File: src/sv/xtea_pkg.sv
// ----------------------------------------------------------------------------
// xtea_pkg
// shared types, constants and the round mixing function of the xtea core
// ----------------------------------------------------------------------------
package xtea_pkg;

    localparam logic [31:0] ROUND_STEP = 32'h9E37_79B9;
    localparam int KEY_WORDS = 4;
    localparam int CFG_IDX_W = 2;

    typedef enum logic
    {
        CMD_ENCRYPT = 1'b0,
        CMD_DECRYPT = 1'b1
    } cmd_t;

    typedef struct packed
    {
        logic        command;
        logic [31:0] word_first;
        logic [31:0] word_second;
    } in_word_t;

    typedef struct packed
    {
        logic [31:0] result_first;
        logic [31:0] result_second;
    } out_word_t;

    // data handed from one cell to the next
    typedef struct packed
    {
        logic        cmd;
        logic [31:0] v0;
        logic [31:0] v1;
    } xtea_stage_t;

    typedef logic [KEY_WORDS-1:0][31:0] key_t;

    function automatic logic [31:0] xtea_mix(input logic [31:0] x);
        return ((x << 4) ^ (x >> 5)) + x;
    endfunction

endpackage

File: src/sv/xtea_cell.sv
// ----------------------------------------------------------------------------
// xtea_cell
// one feistel half-round; updates one half of the block and passes it on
// ----------------------------------------------------------------------------
module xtea_cell #(
    parameter int          PHASE   = 0,
    parameter logic [31:0] ENC_SUM = 32'h0,
    parameter logic [31:0] DEC_SUM = 32'h0
) (
    input  logic                 clk,
    input  logic                 rst_n,
    input  logic                 valid_in,
    input  xtea_pkg::xtea_stage_t stage_in,
    input  xtea_pkg::key_t       key,
    output logic                 valid_out,
    output xtea_pkg::xtea_stage_t stage_out
);
    import xtea_pkg::*;

    // encrypt: phase 0 updates v0, phase 1 updates v1; decrypt the reverse
    localparam logic [1:0] ENC_IDX = (PHASE == 0) ? ENC_SUM[1:0] : ENC_SUM[12:11];
    localparam logic [1:0] DEC_IDX = (PHASE == 0) ? DEC_SUM[12:11] : DEC_SUM[1:0];

    logic          valid_reg;
    xtea_stage_t   stage_reg;
    xtea_stage_t   stage_next;
    logic          is_enc;
    logic          upd_v0;
    logic [31:0]   src;
    logic [31:0]   dst;
    logic [31:0]   sum;
    logic [31:0]   kw;
    logic [31:0]   delta;
    logic [31:0]   dst_new;

    always_comb
    begin
        is_enc  = (stage_in.cmd == CMD_ENCRYPT);
        upd_v0  = is_enc ? (PHASE == 0) : (PHASE != 0);
        src     = upd_v0 ? stage_in.v1 : stage_in.v0;
        dst     = upd_v0 ? stage_in.v0 : stage_in.v1;
        sum     = is_enc ? ENC_SUM : DEC_SUM;
        kw      = is_enc ? key[ENC_IDX] : key[DEC_IDX];
        delta   = xtea_mix(src) ^ (sum + kw);
        dst_new = is_enc ? (dst + delta) : (dst - delta);
        stage_next = stage_in;
        if (upd_v0)
        begin
            stage_next.v0 = dst_new;
        end
        else
        begin
            stage_next.v1 = dst_new;
        end
    end

    always_ff @(posedge clk or negedge rst_n)
    begin
        if (!rst_n)
        begin
            valid_reg <= 1'b0;
        end
        else
        begin
            valid_reg <= valid_in;
        end
    end

    always_ff @(posedge clk)
    begin
        stage_reg <= stage_next;
    end

    assign valid_out = valid_reg;
    assign stage_out = stage_reg;

    // the half that is not updated passes through untouched
    a_hold_other: assert property (@(posedge clk) disable iff (!rst_n)
        (valid_out && (stage_out.cmd == CMD_ENCRYPT) == (PHASE == 0))
            |-> stage_out.v1 == $past(stage_in.v1))
        else $error("xtea_cell: v1 changed in a v0 half-round");

    a_hold_v0: assert property (@(posedge clk) disable iff (!rst_n)
        (valid_out && (stage_out.cmd == CMD_ENCRYPT) != (PHASE == 0))
            |-> stage_out.v0 == $past(stage_in.v0))
        else $error("xtea_cell: v0 changed in a v1 half-round");

    a_cmd_kept: assert property (@(posedge clk) disable iff (!rst_n)
        valid_out |-> (stage_out.cmd == $past(stage_in.cmd)) && $past(valid_in))
        else $error("xtea_cell: command or valid not carried");

endmodule

File: config.mk
export PLATFORM = sky130hd
export DESIGN_NAME = xtea_cell
export DESIGN_NICKNAME = d
export VERILOG_FILES = /design/src/sv/xtea_pkg.sv /design/src/sv/xtea_cell.sv
export SDC_FILE = /design/constraint.sdc
export NUM_CORES = 1
export LEC_CHECK = 0
export BUFFER_PORTS_ARGS = -buffer_cell sky130_fd_sc_hd__buf_2
export CORE_ASPECT_RATIO = 0.7
export CORE_UTILIZATION = 52
export DETAILED_ROUTE_END_ITERATION = 10
export GPL_ROUTABILITY_DRIVEN = 0
export PLACE_DENSITY = 0.83
export SKIP_LAST_GASP = 1
export SLEW_MARGIN = 20
export SYNTH_ARGS = -nofsm -noshare
export SYNTH_HDL_FRONTEND = slang
export SYNTH_SLANG_ARGS = --single-unit
File: constraint.sdc
create_clock -name clk -period 0.8 [get_ports clk]
set_input_delay 0.04 -clock clk [delete_from_list [all_inputs] [get_ports clk]]
set_output_delay 0.04 -clock clk [all_outputs]
set_load 0.01 [all_outputs]
==> impl_metrics.env, run 1 <==
export IMPL_outcome="stopped before the end"
export IMPL_stop_stage="global routing (5_1_grt)"
export IMPL_error_message="[ERROR GRT-0116] Global routing finished with congestion. Check the congestion regions in the DRC Viewer."
export IMPL_postSynth_asyncResetShare=0.01515
export IMPL_die_w_um=146.0
export IMPL_root_buffer="clkbuf_16"
export IMPL_clk_path_buf_depth=2
export IMPL_overflow=2
export IMPL_yosysWarnings=0
export IMPL_synth_edf_count=0
export IMPL_ys_ff_latch=66
export IMPL_synthDistinctLibCells=72
export IMPL_grtUsageTotal=0.7823
export IMPL_syn_num_nets=1220
export IMPL_place_hpwl_um=26550
export IMPL_die_h_um=102.8
export IMPL_grt_pass1_wl_um=86710
export IMPL_netlist_area_um2=7550
export IMPL_pre_cts_ws_ns=-5.084
export IMPL_synth_cells=956
export IMPL_synth_ff_type="dfxtp_1"
export IMPL_yosysSeqAreaShare=0.1757
export IMPL_cts_htree_levels=3
export IMPL_floorplan_initialDensity=0.5372
export IMPL_rows=36
export IMPL_synth_avg_cell_area_um2=7.897
export IMPL_grt_max_degree=39
export IMPL_port_buffers=165
export IMPL_cts_buffers=9
export IMPL_ios=262
export IMPL_grt_pass1_vias=13643
export IMPL_cts_sinks=66
==> metrics by stage <==
step	instances	instance area (µm²)	util
CTS	1685	12920	0.9195
detailed placement	1605	11150	0.7935
global placement	1605	11150	0.7935
floorplan	956	7831	-
==> cell usage after synthesis (22+ instances only) <==
library cell / number / area share
xnor2_1: 95 / 0.11
nor2b_1: 22 / 0.018
nand2_1: 100 / 0.050
a21oi_1: 78 / 0.052
nand3_1: 22 / 0.015
o21ai_0: 62 / 0.041
a21o_1: 35 / 0.035
clkbuf_1: 27 / 0.013
nor2_1: 53 / 0.026
dfxtp_1: 65 / 0.17
inv_1: 28 / 0.014
xor2_1: 47 / 0.055
ha_1: 66 / 0.11
mux2_2: 34 / 0.051
==> kinds of logic after synthesis <==
kind of cell	count (synthesis)	share of synthesized area
mux	42	0.06298
fa+ha+maj	68	0.1147
simple gates	277	0.1801
flops	66	0.1757
xor+xnor	148	0.1826
buf+inv	66	0.03331
compound gates	289	0.2506
==> per-layer routing <==
metal  overflow  global-route usage
met1          0              0.7807
met2          1              0.9455
met3          0              0.6615
met4          1              0.7372
met5          0              0.4438
==> timing repair <==
action	CTS
hold buffers	9
cloned	1
hold endpoints to repair	18
setup buffers	55
endpoints found under the setup margin	123
pin swaps	105
gates resized for setup	196
==> inputs of run 2 (changes only) <==
- CORE_ASPECT_RATIO: 0.7 -> unset
- CORE_UTILIZATION: 52 -> 40
- PLACE_DENSITY: 0.83 -> unset
- PLACE_DENSITY_LB_ADDON: unset -> 0.15
==> impl_metrics.env, run 2 <==
export IMPL_synth_avg_cell_area_um2=7.897
export IMPL_floorplan_initialDensity=0.4146
export IMPL_power_density_nw_per_um2=3321
export IMPL_overflow=0
export IMPL_ios=262
export IMPL_setup_ws_ns=-4.407
export IMPL_clockPowerShare=0.086
export IMPL_worstSetupPathType="in2reg"
export IMPL_cts_buffers=9
export IMPL_num_vias=9854
export IMPL_synth_edf_count=0
export IMPL_synth_cells=956
export IMPL_grt_max_degree=30
export IMPL_p_sw_mw=19.61
export IMPL_power_frac_comb=0.793
export IMPL_violations="negative hold slack, negative setup slack"
export IMPL_arrival_ns=5.42
export IMPL_p_total_mw=45.79
export IMPL_rows=49
export IMPL_slew_limit_headroom=0.6170
export IMPL_holdWs_ns=-0.05285
export IMPL_ys_ff_latch=66
export IMPL_slowest_delay_ns=0.34
export IMPL_synth_ff_type="dfxtp_1"
export IMPL_final_cell_mix="372 x buf_4, 140 x buf_2, 78 x nand2_1"
export IMPL_core_area_um2=18210
export IMPL_cts_sinks=66
export IMPL_cp_common_cell="buf_4"
export IMPL_outcome="finished with violations"
export IMPL_drtIter0Drc=860
export IMPL_clk_path_buf_depth=2
export IMPL_die_area_um2=19430
export IMPL_netlist_area_um2=7550
export IMPL_clock_fmax_mhz=192.1
export IMPL_grt_setup_unrepaired="true"
export IMPL_synth_most_common_cell="nand2_1"
export IMPL_hold_buffers=10
export IMPL_syn_num_nets=1220
export IMPL_crit_path_end_kind="flop"
export IMPL_grtUsageTotal=0.2919
export IMPL_die_h_um=139.4
export IMPL_grt_pass1_wl_um=44700
export IMPL_tightest_slew_ns=0.5656
export IMPL_drc=0
export IMPL_clk_pin_slew_ns=0.05
export IMPL_irDropWorstVdd_uv=1385
export IMPL_via_per_inst=5.663
export IMPL_cp_required_ns=1.01
export IMPL_synth_top_area_frac=0.1724
export IMPL_drive_gt1_frac=0.5619
export IMPL_pre_cts_ws_ns=-4.676
export IMPL_drtPass1Iterations=5
export IMPL_synthTopCellsByCount="100 x nand2_1, 95 x xnor2_1, 78 x a21oi_1"
export IMPL_routed_wl_um=34440
export IMPL_cts_htree_levels=3
export IMPL_p_sw_frac=0.4283
export IMPL_antenna_found_initial=0
export IMPL_synth_largest_area_cell="dfxtp_1"
export IMPL_p_seq_frac=0.121
export IMPL_hold_class="in2reg"
export IMPL_cts_tree="yes"
export IMPL_nets=1770
export IMPL_antenna_cells=0
export IMPL_place_hpwl_um=22700
export IMPL_finalSetupViolCount=93
export IMPL_synthTopCellsByArea="dfxtp_1 17%, xnor2_1 11%, ha_1 11%, xor2_1 5.5%, a21oi_1 5.2%"
export IMPL_grt_pass1_vias=8837
export IMPL_yosysWarnings=0
export IMPL_worst_path_max_delay_cell="ha_2"
export IMPL_min_period_over_period=6.508
export IMPL_root_buffer="clkbuf_16"
export IMPL_p_leak_nw=6.606
export IMPL_place_inst=1651
export IMPL_worstPathMaxFanout=7
export IMPL_instances_no_fill=1740
export IMPL_final_max_slew_viol_count=0
export IMPL_wire_per_inst_um=19.79
export IMPL_largest_register_ffs=65
export IMPL_syn2layout_area_growth_pct=82.62
export IMPL_port_buffers=165
export IMPL_fin_crit_ns=5.207
export IMPL_maxCapViolations=0
export IMPL_ant_nets=0
export IMPL_final_common_cell="buf_4"
export IMPL_yosysSeqAreaShare=0.1757
export IMPL_start_kind="input pin"
export IMPL_hold_violations=10
export IMPL_die_w_um=139.4
export IMPL_synthDistinctLibCells=72
export IMPL_p_int_mw=26.18
export IMPL_postSynth_asyncResetShare=0.01515
## run 2: cell counts after synthesis
No cell type changed its count.
## run 2: cell families (layout without fill, tap and decap cells)
logic type / Yosys count / count (layout) / synth area share
AOI/OAI and AO/OA: 289 / 289 / 0.2506
muxes: 42 / 42 / 0.06298
xor gates and xnor gates: 148 / 148 / 0.1826
adders and majority gates: 68 / 68 / 0.1147
DFF: 66 / 66 / 0.1757
and+or+nand+nor: 277 / 277 / 0.1801
buffers and inverters: 66 / 621 / 0.03331
## run 2: area by class of cell
cell class	instances	area, µm²
Clock buffer	13	250.2
Clock inverter	3	40.04
Fill cell	1184	4422
Inverter	29	121.4
Multi-Input combinational cell	824	7430
Sequential cell	66	1356
Tap cell	229	286.5
Timing Repair Buffer	576	4303
## run 2: power by group through the flow
stage	sequential, mW	combinational (mW)	clock, mW
global placement	5.33	26.5	0
global route	5.68	38.2	4.11
CTS	5.28	29.3	3.93
floorplan	6.25	14.0	0
detailed placement	5.33	26.8	0
finish	5.54	36.3	3.92
## run 2: layer usage
metal | vias to the layer above | track usage | wire [µm] | part of all wire
li1 | 4544 | - | - | -
met1 | 4666 | 0.4049 | 14220 | 0.41
met2 | 528 | 0.4517 | 15880 | 0.46
met3 | 116 | 0.05058 | 2816 | 0.082
met4 | 0 | 0.1047 | 1520 | 0.044
met5 | - | 0 | 0 | 0
## run 2: final timing paths
check                             start               endpoint  slack, ns  depth (start not counted)
max in group asynchronous         rst_n    valid_out$_DFF_PN0_       0.16                          3
min in group asynchronous         rst_n    valid_out$_DFF_PN0_       0.53                          3
worst min-delay path       stage_in[18]  stage_out[18]$_DFF_P_      -0.05                          3
worst max-delay path       stage_in[64]  stage_out[27]$_DFF_P_      -4.41                         30
## run 2: critical path: cells and delay by family
| family | cells | cell delay (ns) |
|---|---|---|
| compound gates | 13 | 2.32 |
| xor+xnor | 4 | 0.74 |
| fa+ha+maj | 2 | 0.58 |
| buf+inv | 9 | 1.33 |
| mux | 1 | 0.33 |
| simple gates | 1 | 0.06 |
## run 2: stage by stage
| step | cell area [µm²] | utilization | TNS (ns) |
|---|---|---|---|
| after floorplan | 7831 | - | -210.79 |
| after global placement | 11280 | 0.6194 | -231.66 |
| after detailed placement | 11280 | 0.6194 | -236.49 |
| after CTS | 12540 | 0.6889 | -198.56 |
| after global routing | 13790 | 0.7572 | -224.25 |
| final | 13790 | 0.7572 | -216.19 |
## run 2: timing repair
| action | 4_1_cts | 5_1_grt |
|---|---|---|
| endpoints found under the setup margin | 118 | 130 |
| hold endpoints to repair | 21 | 10 |
| gates resized for setup | 118 | 212 |
| cloned | 2 | 0 |
| setup buffers | 43 | 37 |
| pin swaps | 76 | 110 |
No activity file was read; power rests on OpenSTA's default activity.
